`src/rtl/ebrd_pkg.sv`:
```
`default_nettype none
package ebrd_pkg;

  localparam int SAMPLE_BITS = 12;
  localparam int COUNT_BITS  = 20;
  localparam int NUM_BITS    = 20;
  localparam int RATE_BITS   = 20;
  localparam int SLOT_BITS   = 3;
  localparam int RATE_SLOTS  = 5;

  localparam logic [NUM_BITS-1:0] NUM_RESET = NUM_BITS'(60000);

  localparam int CMD_DEPTH     = 2;
  localparam int CMD_PTR_BITS  = $clog2(CMD_DEPTH);
  localparam int CMD_CNT_BITS  = $clog2(CMD_DEPTH + 1);

  typedef struct packed {
    logic                  beat;
    logic [COUNT_BITS-1:0] count;
    logic [SLOT_BITS-1:0]  slot;
    logic                  armed;
  } cmd_t;

  typedef struct packed {
    logic                 beat;
    logic [RATE_BITS-1:0] rate;
    logic [SLOT_BITS-1:0] slot;
    logic                 armed;
  } result_t;

endpackage
`default_nettype wire

```
`src/rtl/ecg_beat_rate_detector.sv`:
```
// ECG beat and rate detector.
// Input channel: drive sample_i and raise push; a sample is taken at a clock
// edge where push is high and full is low. Result channel: while empty is
// low, beat_o, rate_o, slot_o and armed_o show the oldest result; raise pop
// to take it. Configuration: cfg_data_i carries rate_numerator and is written
// when cfg_valid_i and cfg_ready_o are both high; write only while idle.
// A sample that is not a beat shows its result after it passes through the
// command queue and the result register; a beat runs a restoring divider
// one quotient bit per cycle, and its result shows once the division ends.
// Throughput: one sample per cycle between beats while the receiver pops
// results; a beat holds the back end for the 20-step divider, while a
// two-entry command queue keeps the front end taking samples until it fills.
// Reset clears the peak, interval counter, hysteresis flag, ring slot and all
// queues, and loads rate_numerator with 60000.
// When the receiver stalls, the result holds, the command queue fills and
// full rises; no sample or result is lost.
`default_nettype none
module ecg_beat_rate_detector
  import ebrd_pkg::*;
(
  input  wire logic                   clk_i,
  input  wire logic                   rst_ni,
  input  wire logic                   push,
  output logic                        full,
  input  wire logic [SAMPLE_BITS-1:0] sample_i,
  output logic                        empty,
  input  wire logic                   pop,
  output logic                        beat_o,
  output logic [RATE_BITS-1:0]        rate_o,
  output logic [SLOT_BITS-1:0]        slot_o,
  output logic                        armed_o,
  input  wire logic                   cfg_valid_i,
  output logic                        cfg_ready_o,
  input  wire logic [NUM_BITS-1:0]    cfg_data_i
);

  logic [NUM_BITS-1:0] numerator_q;
  cmd_t                front_cmd, back_cmd;
  logic                accept, cmd_empty, cmd_pop, res_valid;
  result_t             res;

  assign cfg_ready_o = 1'b1;
  assign accept      = push && !full;

  always_ff @(posedge clk_i or negedge rst_ni) begin
    if (!rst_ni) begin
      numerator_q <= NUM_RESET;
    end else if (cfg_valid_i && cfg_ready_o) begin
      numerator_q <= cfg_data_i;
    end
  end

  ebrd_front u_front (
    .clk_i    (clk_i),
    .rst_ni   (rst_ni),
    .accept_i (accept),
    .sample_i (sample_i),
    .cmd_o    (front_cmd)
  );

  ebrd_cmd_fifo u_fifo (
    .clk_i   (clk_i),
    .rst_ni  (rst_ni),
    .push_i  (accept),
    .data_i  (front_cmd),
    .full_o  (full),
    .pop_i   (cmd_pop),
    .data_o  (back_cmd),
    .empty_o (cmd_empty)
  );

  ebrd_back u_back (
    .clk_i       (clk_i),
    .rst_ni      (rst_ni),
    .cmd_i       (back_cmd),
    .cmd_valid_i (!cmd_empty),
    .cmd_pop_o   (cmd_pop),
    .numerator_i (numerator_q),
    .pop_i       (pop),
    .res_valid_o (res_valid),
    .res_o       (res)
  );

  assign empty   = !res_valid;
  assign beat_o  = res.beat;
  assign rate_o  = res.rate;
  assign slot_o  = res.slot;
  assign armed_o = res.armed;

endmodule
`default_nettype wire

```
`src/rtl/ebrd_front.sv`:
```
`default_nettype none
module ebrd_front
  import ebrd_pkg::*;
(
  input  wire logic                   clk_i,
  input  wire logic                   rst_ni,
  input  wire logic                   accept_i,
  input  wire logic [SAMPLE_BITS-1:0] sample_i,
  output cmd_t                        cmd_o
);

  localparam int CMP_BITS = SAMPLE_BITS + 4;

  logic                   seen_q, seen_d;
  logic [SAMPLE_BITS-1:0] peak_q, peak_d;
  logic [COUNT_BITS-1:0]  count_q, count_d;
  logic                   armed_q, armed_d;
  logic [SLOT_BITS-1:0]   slot_q, slot_d;

  logic [COUNT_BITS-1:0]  count_inc;
  logic [CMP_BITS-1:0]    s_ext, p_ext, s_one;
  logic                   above_hi, below_lo, beat;

  always_comb begin
    peak_d    = (!seen_q || (sample_i > peak_q)) ? sample_i : peak_q;
    seen_d    = 1'b1;
    s_ext     = CMP_BITS'(sample_i);
    p_ext     = CMP_BITS'(peak_d);
    s_one     = s_ext + CMP_BITS'(1);
    above_hi  = (p_ext << 2) < ((s_ext << 2) + s_ext);
    below_lo  = ((s_one << 3) + (s_one << 1)) <= ((p_ext << 3) - p_ext);
    count_inc = (count_q != '1) ? count_q + COUNT_BITS'(1) : count_q;
    beat      = above_hi && !armed_q;
    if (beat) begin
      armed_d = 1'b1;
    end else if (below_lo && armed_q) begin
      armed_d = 1'b0;
    end else begin
      armed_d = armed_q;
    end
    count_d = beat ? '0 : count_inc;
    if (!beat) begin
      slot_d = slot_q;
    end else if (slot_q == SLOT_BITS'(RATE_SLOTS - 1)) begin
      slot_d = '0;
    end else begin
      slot_d = slot_q + SLOT_BITS'(1);
    end
    cmd_o.beat  = beat;
    cmd_o.count = count_inc;
    cmd_o.slot  = slot_q;
    cmd_o.armed = armed_d;
  end

  always_ff @(posedge clk_i or negedge rst_ni) begin
    if (!rst_ni) begin
      seen_q  <= 1'b0;
      peak_q  <= '0;
      count_q <= '0;
      armed_q <= 1'b0;
      slot_q  <= '0;
    end else if (accept_i) begin
      seen_q  <= seen_d;
      peak_q  <= peak_d;
      count_q <= count_d;
      armed_q <= armed_d;
      slot_q  <= slot_d;
    end
  end

endmodule
`default_nettype wire

```
`src/rtl/ebrd_cmd_fifo.sv`:
```
`default_nettype none
module ebrd_cmd_fifo
  import ebrd_pkg::*;
(
  input  wire logic clk_i,
  input  wire logic rst_ni,
  input  wire logic push_i,
  input  cmd_t      data_i,
  output logic      full_o,
  input  wire logic pop_i,
  output cmd_t      data_o,
  output logic      empty_o
);

  cmd_t                    mem_q [CMD_DEPTH];
  logic [CMD_PTR_BITS-1:0] wptr_q, rptr_q;
  logic [CMD_CNT_BITS-1:0] cnt_q;
  logic                    do_push, do_pop;

  assign full_o  = (cnt_q == CMD_CNT_BITS'(CMD_DEPTH));
  assign empty_o = (cnt_q == '0);
  assign data_o  = mem_q[rptr_q];
  assign do_push = push_i && !full_o;
  assign do_pop  = pop_i && !empty_o;

  always_ff @(posedge clk_i) begin
    if (do_push) begin
      mem_q[wptr_q] <= data_i;
    end
  end

  always_ff @(posedge clk_i or negedge rst_ni) begin
    if (!rst_ni) begin
      wptr_q <= '0;
      rptr_q <= '0;
      cnt_q  <= '0;
    end else begin
      if (do_push) begin
        wptr_q <= wptr_q + CMD_PTR_BITS'(1);
      end
      if (do_pop) begin
        rptr_q <= rptr_q + CMD_PTR_BITS'(1);
      end
      if (do_push && !do_pop) begin
        cnt_q <= cnt_q + CMD_CNT_BITS'(1);
      end else if (do_pop && !do_push) begin
        cnt_q <= cnt_q - CMD_CNT_BITS'(1);
      end
    end
  end

endmodule
`default_nettype wire

```
`src/rtl/ebrd_back.sv`:
```
`default_nettype none
module ebrd_back
  import ebrd_pkg::*;
(
  input  wire logic                clk_i,
  input  wire logic                rst_ni,
  input  cmd_t                     cmd_i,
  input  wire logic                cmd_valid_i,
  output logic                     cmd_pop_o,
  input  wire logic [NUM_BITS-1:0] numerator_i,
  input  wire logic                pop_i,
  output logic                     res_valid_o,
  output result_t                  res_o
);

  localparam int TRIAL_BITS = NUM_BITS + 1;
  localparam int STEP_BITS  = $clog2(NUM_BITS);

  typedef enum logic [1:0] {
    S_IDLE,
    S_DIV,
    S_EMIT
  } state_e;

  state_e                 state_q;
  logic [NUM_BITS-1:0]    rem_q, rem_d;
  logic [NUM_BITS-1:0]    quo_q, quo_d;
  logic [COUNT_BITS-1:0]  div_q;
  logic [STEP_BITS-1:0]   step_q;
  logic [SLOT_BITS-1:0]   slot_q;
  logic                   armed_q;
  logic                   out_valid_q;
  result_t                out_q;
  logic                   out_free;
  logic                   load_out;
  logic [TRIAL_BITS-1:0]  trial, div_ext;
  logic                   ge;

  assign out_free    = !out_valid_q || pop_i;
  assign cmd_pop_o   = (state_q == S_IDLE) && cmd_valid_i && out_free;
  assign load_out    = ((state_q == S_IDLE) && cmd_pop_o && !cmd_i.beat) ||
                       ((state_q == S_EMIT) && out_free);
  assign res_valid_o = out_valid_q;
  assign res_o       = out_q;

  always_comb begin
    trial   = {rem_q, quo_q[NUM_BITS-1]};
    div_ext = TRIAL_BITS'(div_q);
    ge      = trial >= div_ext;
    rem_d   = ge ? NUM_BITS'(trial - div_ext) : NUM_BITS'(trial);
    quo_d   = {quo_q[NUM_BITS-2:0], ge};
  end

  always_ff @(posedge clk_i or negedge rst_ni) begin
    if (!rst_ni) begin
      state_q     <= S_IDLE;
      rem_q       <= '0;
      quo_q       <= '0;
      div_q       <= '0;
      step_q      <= '0;
      slot_q      <= '0;
      armed_q     <= 1'b0;
      out_valid_q <= 1'b0;
      out_q       <= '0;
    end else begin
      if (load_out) begin
        out_valid_q <= 1'b1;
      end else if (pop_i && out_valid_q) begin
        out_valid_q <= 1'b0;
      end
      case (state_q)
        S_IDLE: begin
          if (cmd_pop_o) begin
            if (cmd_i.beat) begin
              rem_q   <= '0;
              quo_q   <= numerator_i;
              div_q   <= cmd_i.count;
              step_q  <= '0;
              slot_q  <= cmd_i.slot;
              armed_q <= cmd_i.armed;
              state_q <= S_DIV;
            end else begin
              out_q <= '{beat: 1'b0, rate: '0, slot: '0, armed: cmd_i.armed};
            end
          end
        end
        S_DIV: begin
          rem_q  <= rem_d;
          quo_q  <= quo_d;
          step_q <= step_q + STEP_BITS'(1);
          if (step_q == STEP_BITS'(NUM_BITS - 1)) begin
            state_q <= S_EMIT;
          end
        end
        S_EMIT: begin
          if (out_free) begin
            out_q   <= '{beat: 1'b1, rate: RATE_BITS'(quo_q), slot: slot_q,
                         armed: armed_q};
            state_q <= S_IDLE;
          end
        end
        default: begin
          state_q <= S_IDLE;
        end
      endcase
    end
  end

endmodule
`default_nettype wire

```
`config.mk`:
```
export PLATFORM = sky130hd
export DESIGN_NAME = ecg_beat_rate_detector
export DESIGN_NICKNAME = d
export VERILOG_FILES = /design/src/rtl/ebrd_pkg.sv /design/src/rtl/ecg_beat_rate_detector.sv /design/src/rtl/ebrd_front.sv /design/src/rtl/ebrd_cmd_fifo.sv /design/src/rtl/ebrd_back.sv
export SDC_FILE = /design/constraint.sdc
export NUM_CORES = 1
export LEC_CHECK = 0
export BUFFER_PORTS_ARGS = -buffer_cell sky130_fd_sc_hd__buf_2
export CAP_MARGIN = 20
export CORE_ASPECT_RATIO = 1.5
export CORE_UTILIZATION = 40
export DETAILED_ROUTE_END_ITERATION = 6
export GPL_ROUTABILITY_DRIVEN = 0
export GPL_TIMING_DRIVEN = 0
export PLACE_DENSITY = 0.61
export SYNTH_ARGS = -nofsm -noshare
export SYNTH_HDL_FRONTEND = slang
export SYNTH_HIERARCHICAL = 1
export SYNTH_SLANG_ARGS = --single-unit
```
`constraint.sdc`:
```
create_clock -name clk_i -period 6.5 [get_ports clk_i]
set_clock_uncertainty 0.15 [all_clocks]
set_input_delay 0.975 -clock clk_i [delete_from_list [all_inputs] [get_ports clk_i]]
set_output_delay 0.975 -clock clk_i [all_outputs]
set_load 0.05 [all_outputs]
```
==> results of run 1 <==
-- worst min path at each step --
| stage | startpoint | slack (ns) | endpoint | cells after the start |
|---|---|---|---|---|
| CTS | rst_ni | 0.32 | u_back/res_o[12] | 1 |
| finish | rst_ni | 0.30 | numerator_q[8] | 1 |
| detailed placement | u_back/armed_q | 0.31 | u_back/armed_q | 2 |
| floorplan | u_back/armed_q | 0.30 | u_back/armed_q | 2 |
| global placement | u_back/armed_q | 0.32 | u_back/armed_q | 2 |
| global route | rst_ni | 0.34 | u_back/res_o[12] | 1 |
-- registers in the layout, indices dropped and copies added (netlist names) --
signal and count:
numerator_q 20, u_back/armed_q 1, u_back/div_q 20, u_back/quo_q 20, u_back/rem_q 20, u_back/res_o 25, u_back/res_valid_o 1, u_back/slot_q 3
u_back/state_q 2, u_back/step_q 5, u_fifo/cnt_q 2, u_fifo/mem_q 50, u_fifo/rptr_q 1, u_fifo/wptr_q 1, u_front/armed_q 1, u_front/count_q 20
u_front/peak_q 12, u_front/seen_q 1, u_front/slot_q 3
-- cell type report --
class / instances / area share (%)
plain buffers: 62 / 2.51
clock buffers: 26 / 3.83
clock inverters: 12 / 0.700
inverters: 75 / 1.94
multi-input cells: 937 / 46.7
flip-flops and latches: 208 / 37.7
well taps: 405 / 3.50
repair buffers: 71 / 3.04
-- cell families (layout without fill, tap and decap cells) --
logic type,Yosys count,count (layout)
AO/OA/AOI/OAI,319,319
flip-flops,208,208
other,1,1
adder cells (fa/ha/maj),96,96
buffers and inverters,138,246
multiplexers,66,66
XOR/XNOR,84,84
AND/OR/NAND/NOR,371,371
-- per-layer routing --
layer	wire [microns]	part of all wire, %	global-route usage, %	vias up
li1	-	-	-	4746
met1	11600	38	19.7	4644
met2	16700	55	38.6	199
met3	995	3.2	2.00	64
met4	1280	4.2	8.90	0
met5	0	0	0	-
-- Yosys cell counts, drive strengths merged (17+ instances only) --
cell    number  area share [%]
dfrtp      151              30
nor2b       17            0.89
xnor2       52             3.6
nand3       47             1.9
nand2      136             4.1
a21oi       77             3.1
o21ai       80             3.2
nand4       17            0.83
inv         75             2.2
nor2        89             2.6
buf         21             1.5
ha          93             9.1
clkbuf      42             1.2
mux2        48             5.4
a22o        34             2.3
xor2        32             2.2
edfxtp      50              12
mux2i       18             1.4
a31oi       25             1.2
a21o        24             1.4
-- layout by cell type (no fill, tap or decap), drive strengths merged, types with 5 or more instances in the layout --
cell type	n
mux2i	18
nor3	15
and3	11
ha	93
xnor2	52
nand4	17
xor2	32
clkinv	6
nand2	136
o21ai	80
buf	92
nor2	89
o21bai	11
a211oi	7
dfstp	7
edfxtp	50
o22ai	9
a22o	34
or3	5
a21oi	77
o21a	10
and2	5
o211ai	11
inv	78
a21o	24
clkbuf	67
a31oi	25
mux2	48
nand3	47
nor2b	17
a21boi	5
nand2b	12
dfrtp	151
-- power by group --
group	internal, mW	switching (mW)
clock network	0.653	0.509
registers	1.87	0.298
logic	2.25	3.05
total	4.77	3.85
-- timing repair --
action,CTS,global route
pin swaps,4,7
buffers inserted,3,3
resized for setup,15,16
endpoints found under the setup margin,3,3
-- per-stage QoR --
stage                     util (%)  hold WS [ns]
after floorplan                  -         0.295
after global placement        43.4         0.316
after detailed placement      43.7         0.313
after CTS                     46.1         0.324
after global routing          46.4         0.341
final                         46.4         0.303
==> key figures, run 1 <==
Cells and area
  • Layout cells sized above 1: 15.6%
  • Multi-input gate area: between 6000 and 7000 sq um
  • Layout Cells excl Fill: ~1800
  • Area taken by flip-flops and latches: around 5500 sq um
  • Final net count: 1509
  • # diodes: 0
  • Area Overhead vs Synth: 13.6%
  • Finished layout cell area: about 14000 sq um
  • Fill cell total of the finished layout: 3002

Run
  • Max-capacitance violation count: 0

Setup path
  • Critical Path Sink Type: flop
  • Worst path most repeated cell: a21o_1
  • Worst r2r src: u_front/peak_q[1]
  • R2R cell count: 31
  • Slowest cell on the critical path: o41ai_4
  • Slowest stage delay, CP: between 0.4 and 0.5 ns
  • Largest delay contributor family on the critical path: compound AO/OA/AOI/OAI gates
  • Kind of start point of the critical path: input port
  • Buf+Inv Stages, Crit Path: 4
  • Worst reg2reg setup slack: 0.38 ns
  • R2R Path End: u_fifo/mem_q[1][0]
  • Crit path DAT: roughly 6.3 ns
  • Crit path kind: in -> reg
  • CP startpoint: sample_i[5]
  • Setup crit end: u_fifo/mem_q[1][0]
  • Instance count on the critical path: 31
  • CP required: between 6 and 7 ns
  • Worst-path fanout max: 10

STA
  • Max Transition Viols Final: 0
  • Final setup viols: 0
  • Fmax: 162 MHz
  • Final setup margin: 0.316 ns
  • Tcrit/Tclk final: 95.1%
  • Slew HR: 42.7%
  • Final min period: roughly 6 ns
  • Final hold vios: 0
  • Setup TNS: 0 ns
  • Worst-margin pin slew: roughly 0.86 ns

Logic synthesis
  • Warnings, synthesis: 6
  • Synth Area in Adders: around a tenth
  • Seq cells post-synth: about 210
  • Simple-gate share of the synthesized area: 13.6%
  • Post-synthesis mux area share: between 6 and 7%
  • Post-synth EDFFs: 50
  • Synth Area in Compound Gates: 16.4%
  • Sequential share of the synthesized area: 42.9%
  • XOR/XNOR Fraction of Synth Area: between 5 and 6%
  • Post-synth cell types: 72
  • Post-synth ARST share: 76.0%
  • Synthesized Nets: around 1400
  • Post-Syn Instances: around 1300
  • Synthesized area: 12700 sq um
  • Prevailing post-synth register cell: dfrtp_1
  • Main combinational cell family by area after synthesis: compound AO/OA/AOI/OAI gates
  • Synthesized area per cell: 9.94 sq um

Global routing
  • Global-route wire length before repair: around 50000 microns
  • Largest net degree at the start of global routing: 82
  • Initial antenna violation count: 0
  • Total congestion overflow: 0
  • Vias in the first global route: roughly 10000
  • Total GRT Usage: between 10% and 20%

Run status
  • Status: finished clean

Clock tree
  • CTS sink cnt: between 200 and 250
  • CTS tree: done
  • Root buffer cell: clkbuf_16
  • Clk Latency, worst-skew pair: just over 0.5 ns
  • CTS Buffer Depth: 3
  • Num CTS Buffers: 21
  • Worst-path clk slew: approximately 0.070 ns
  • H-tree levels: 1
  • Hold_buf cts: 0

Floorplan
  • Row count: 79
  • Die Ht: ~220 microns
  • Die area: between 30000 and 40000 sq um
  • CORE AREA: 31200 sq um
  • Initial cell density of the core: about two fifths
  • Die Span X: around 150 microns
  • Io pins: 65

Pwr
  • Cell Pwr Density: approximately 600 nW/um^2
  • Overall power: between 8 and 9 mW
  • VDD IR-drop max: roughly 0.00038 V
  • Leakage Power: roughly 6.5 nW

Route
  • Routed Antenna Nets: 0
  • Initial DRC Count: ~350
  • Total number of vias: a little under 10000
  • Routed length per instance: approximately 17 microns
  • Drt first pass iters: 5
  • Vias per cell: 5.37
  • DRC Markers: 0
  • DRT Wirelength: slightly above 30000 microns

Placed design
  • Pre-CTS setup slack: -1.29 ns
  • Placed Area: between 10000 and 15000 sq um
  • Buffers added on ports: slightly above 60
  • Placed cell count: between 1500 and 2000
  • Post-DP HPWL: 23300 microns

Worst hold path
  • Hold WC Path Type: in -> async
No activity file was read; power rests on OpenSTA's default activity.
==> run 2, diff against run 1 <==
- MAX_ROUTING_LAYER: default -> met4
==> key figures, run 2 (synthesis gave the netlist of run 1 again) <==
Route
  • DRC Markers: 0
  • Metal2 WL: about 17000 microns
  • Drt first pass iters: 5
  • Routed length per instance: about 17 microns
  • Routed Antenna Nets: 0
  • Max layer used: met4
  • Total number of vias: roughly 9700
  • WL met1: 11600 microns
  • Initial DRC Count: between 300 and 400
  • Vias per cell: around 5.4
  • Met3 wire len: 959 microns
  • DRT Wirelength: 30600 microns

Worst hold path
  • Hold WC Path Type: in -> async

STA
  • Slew HR: a little over two fifths
  • Final hold vios: 0
  • Final hold slack: approximately 0.30 ns
  • Setup TNS: 0 ns
  • Worst-margin pin slew: between 0.8 and 0.9 ns
  • Final setup viols: 0
  • Final min period: 6.17 ns
  • Max Transition Viols Final: 0
  • Tcrit/Tclk final: between 90% and 100%
  • Fmax: between 150 and 200 MHz

Pwr
  • Switch share: about 45%
  • Cell Pwr Density: approximately 600 nW/um^2
  • Sequential power share: ~25%
  • Clock power frac: 13.4%
  • Int Power: around 4.8 mW
  • Overall power: roughly 8.6 mW
  • Net switching power: 3.85 mW
  • VDD IR-drop max: around 0.00038 V
  • Leakage Power: between 6 and 7 nW
  • Gate power share: about three fifths

Cells and area
  • Largest register FFs: 50
  • Final net count: around 1500
  • Layout cells sized above 1: 15.6%
  • Most frequent cells in the layout: 150 x dfrtp_1, 134 x nand2_1, 90 x ha_1, 87 x nor2_1, 75 x inv_1
  • Layout Cells excl Fill: between 1500 and 2000
  • Largest Register: u_fifo/mem_q
  • Final core area utilization: between 40% and 50%
  • # diodes: 0
  • Area Overhead vs Synth: 13.6%
  • Most common cell after layout, fill and taps aside: dfrtp_1

Setup path
  • R2R cell count: 30
  • CP required: about 6.6 ns
  • Kind of start point of the critical path: input port
  • Crit path kind: in -> reg
  • Critical Path Sink Type: flop
  • Worst-path fanout max: 10
  • Slowest stage delay, CP: roughly 0.43 ns
  • Slowest cell on the critical path: a221o_1
  • Worst r2r src: u_front/peak_q[1]
  • Worst reg2reg setup slack: 0.40 ns
  • Instance count on the critical path: 30
  • Largest delay contributor family on the critical path: compound AO/OA/AOI/OAI gates
  • Worst path most repeated cell: a21o_1
  • R2R Path End: u_fifo/mem_q[1][0]
  • Crit path DAT: 6.29 ns
  • Buf+Inv Stages, Crit Path: 6

Global routing
  • Total congestion overflow: 0
  • Largest net degree at the start of global routing: 82
  • Global-route wire length before repair: between 50000 and 60000 microns
  • Total GRT Usage: 19.8%
  • Initial antenna violation count: 0
  • Vias in the first global route: between 10000 and 15000

Placed design
  • Placed cell count: roughly 1800
  • Buffers added on ports: 62
  • Post-DP HPWL: 23300 microns

Clock tree
  • Root buffer cell: clkbuf_16
  • Clk Latency, worst-skew pair: 0.51 ns
  • H-tree levels: 1
  • Num CTS Buffers: 21
  • CTS Buffer Depth: 3
  • CTS tree: done
  • CTS sink cnt: approximately 210
  • Worst-path clk slew: about 0.060 ns

Floorplan
  • Die Span X: between 100 and 150 microns
  • Row count: 79
  • Die area: 32600 sq um
  • Initial cell density of the core: between 40% and 50%
  • Io pins: 65
  • Die Ht: between 200 and 250 microns
  • CORE AREA: 31200 sq um

Run
  • Max-capacitance violation count: 0

Run status
  • Status: finished clean
run 2: cell counts in the layout (fill, tap and decap cells not counted):
Identical to the previous run, type by type.
run 2: area by class of cell:
type / instances / area [sq um]
Buffer: 62 / 363
Timing Repair Buffer: 71 / 440
Multi-Input combinational cell: 937 / 6770
Inverter: 75 / 282
Clock inverter: 12 / 101
Tap cell: 405 / 507
Fill cell: 3002 / 16800
Clock buffer: 26 / 554
Sequential cell: 208 / 5470
run 2: metal layers:
metal,GRT usage (%),up-vias
met5,-,-
met4,8.83,0
met3,1.96,59
met2,38.7,191
met1,19.6,4670
li1,-,4748
run 2: worst max path at each step:
stage	from	end	slack, ns
floorplan	sample_i[0]	u_fifo/mem_q[0][0]	0.03
global placement	sample_i[0]	u_fifo/mem_q[0][0]	-1.22
detailed placement	sample_i[0]	u_fifo/mem_q[1][0]	-1.29
CTS	sample_i[1]	u_fifo/mem_q[1][0]	0.03
global route	sample_i[5]	u_fifo/mem_q[1][0]	-0.02
finish	sample_i[5]	u_fifo/mem_q[1][0]	0.33
run 2: what timing repair did:
item                                    4_1_cts  5_1_grt
hold buffers                                  0        0
setup buffers                                 3        3
pin swaps                                     4        7
resized for setup                            15       16
endpoints found under the setup margin        3        3
run 2: power by group through the flow:
stage | logic (mW) | clock network, mW | registers, mW
3_5_place_dp | 5.09 | 0 | 2.19
2_1_floorplan | 3.80 | 0 | 2.24
6_report | 5.30 | 1.16 | 2.17
3_3_place_gp | 4.97 | 0 | 2.18
5_1_grt | 5.87 | 1.24 | 2.22
4_1_cts | 5.21 | 1.19 | 2.17
run 2: worst reg2reg max path, delay by kind of cell (launching register included):
family	cells	cell delay, ns
XOR/XNOR	1	0.15
buffers and inverters	6	0.93
adder cells (fa/ha/maj)	3	0.77
AO/OA/AOI/OAI	14	2.64
AND/OR/NAND/NOR	6	0.77
flip-flops	1	0.44
run 2: metrics by stage:
stage	setup slack [ns]	instance area, sq um
final	0.334	14500
after global placement	-1.22	13600
after detailed placement	-1.29	13700
after CTS	0.0318	14400
after global routing	-0.0196	14500
after floorplan	0.0297	12800
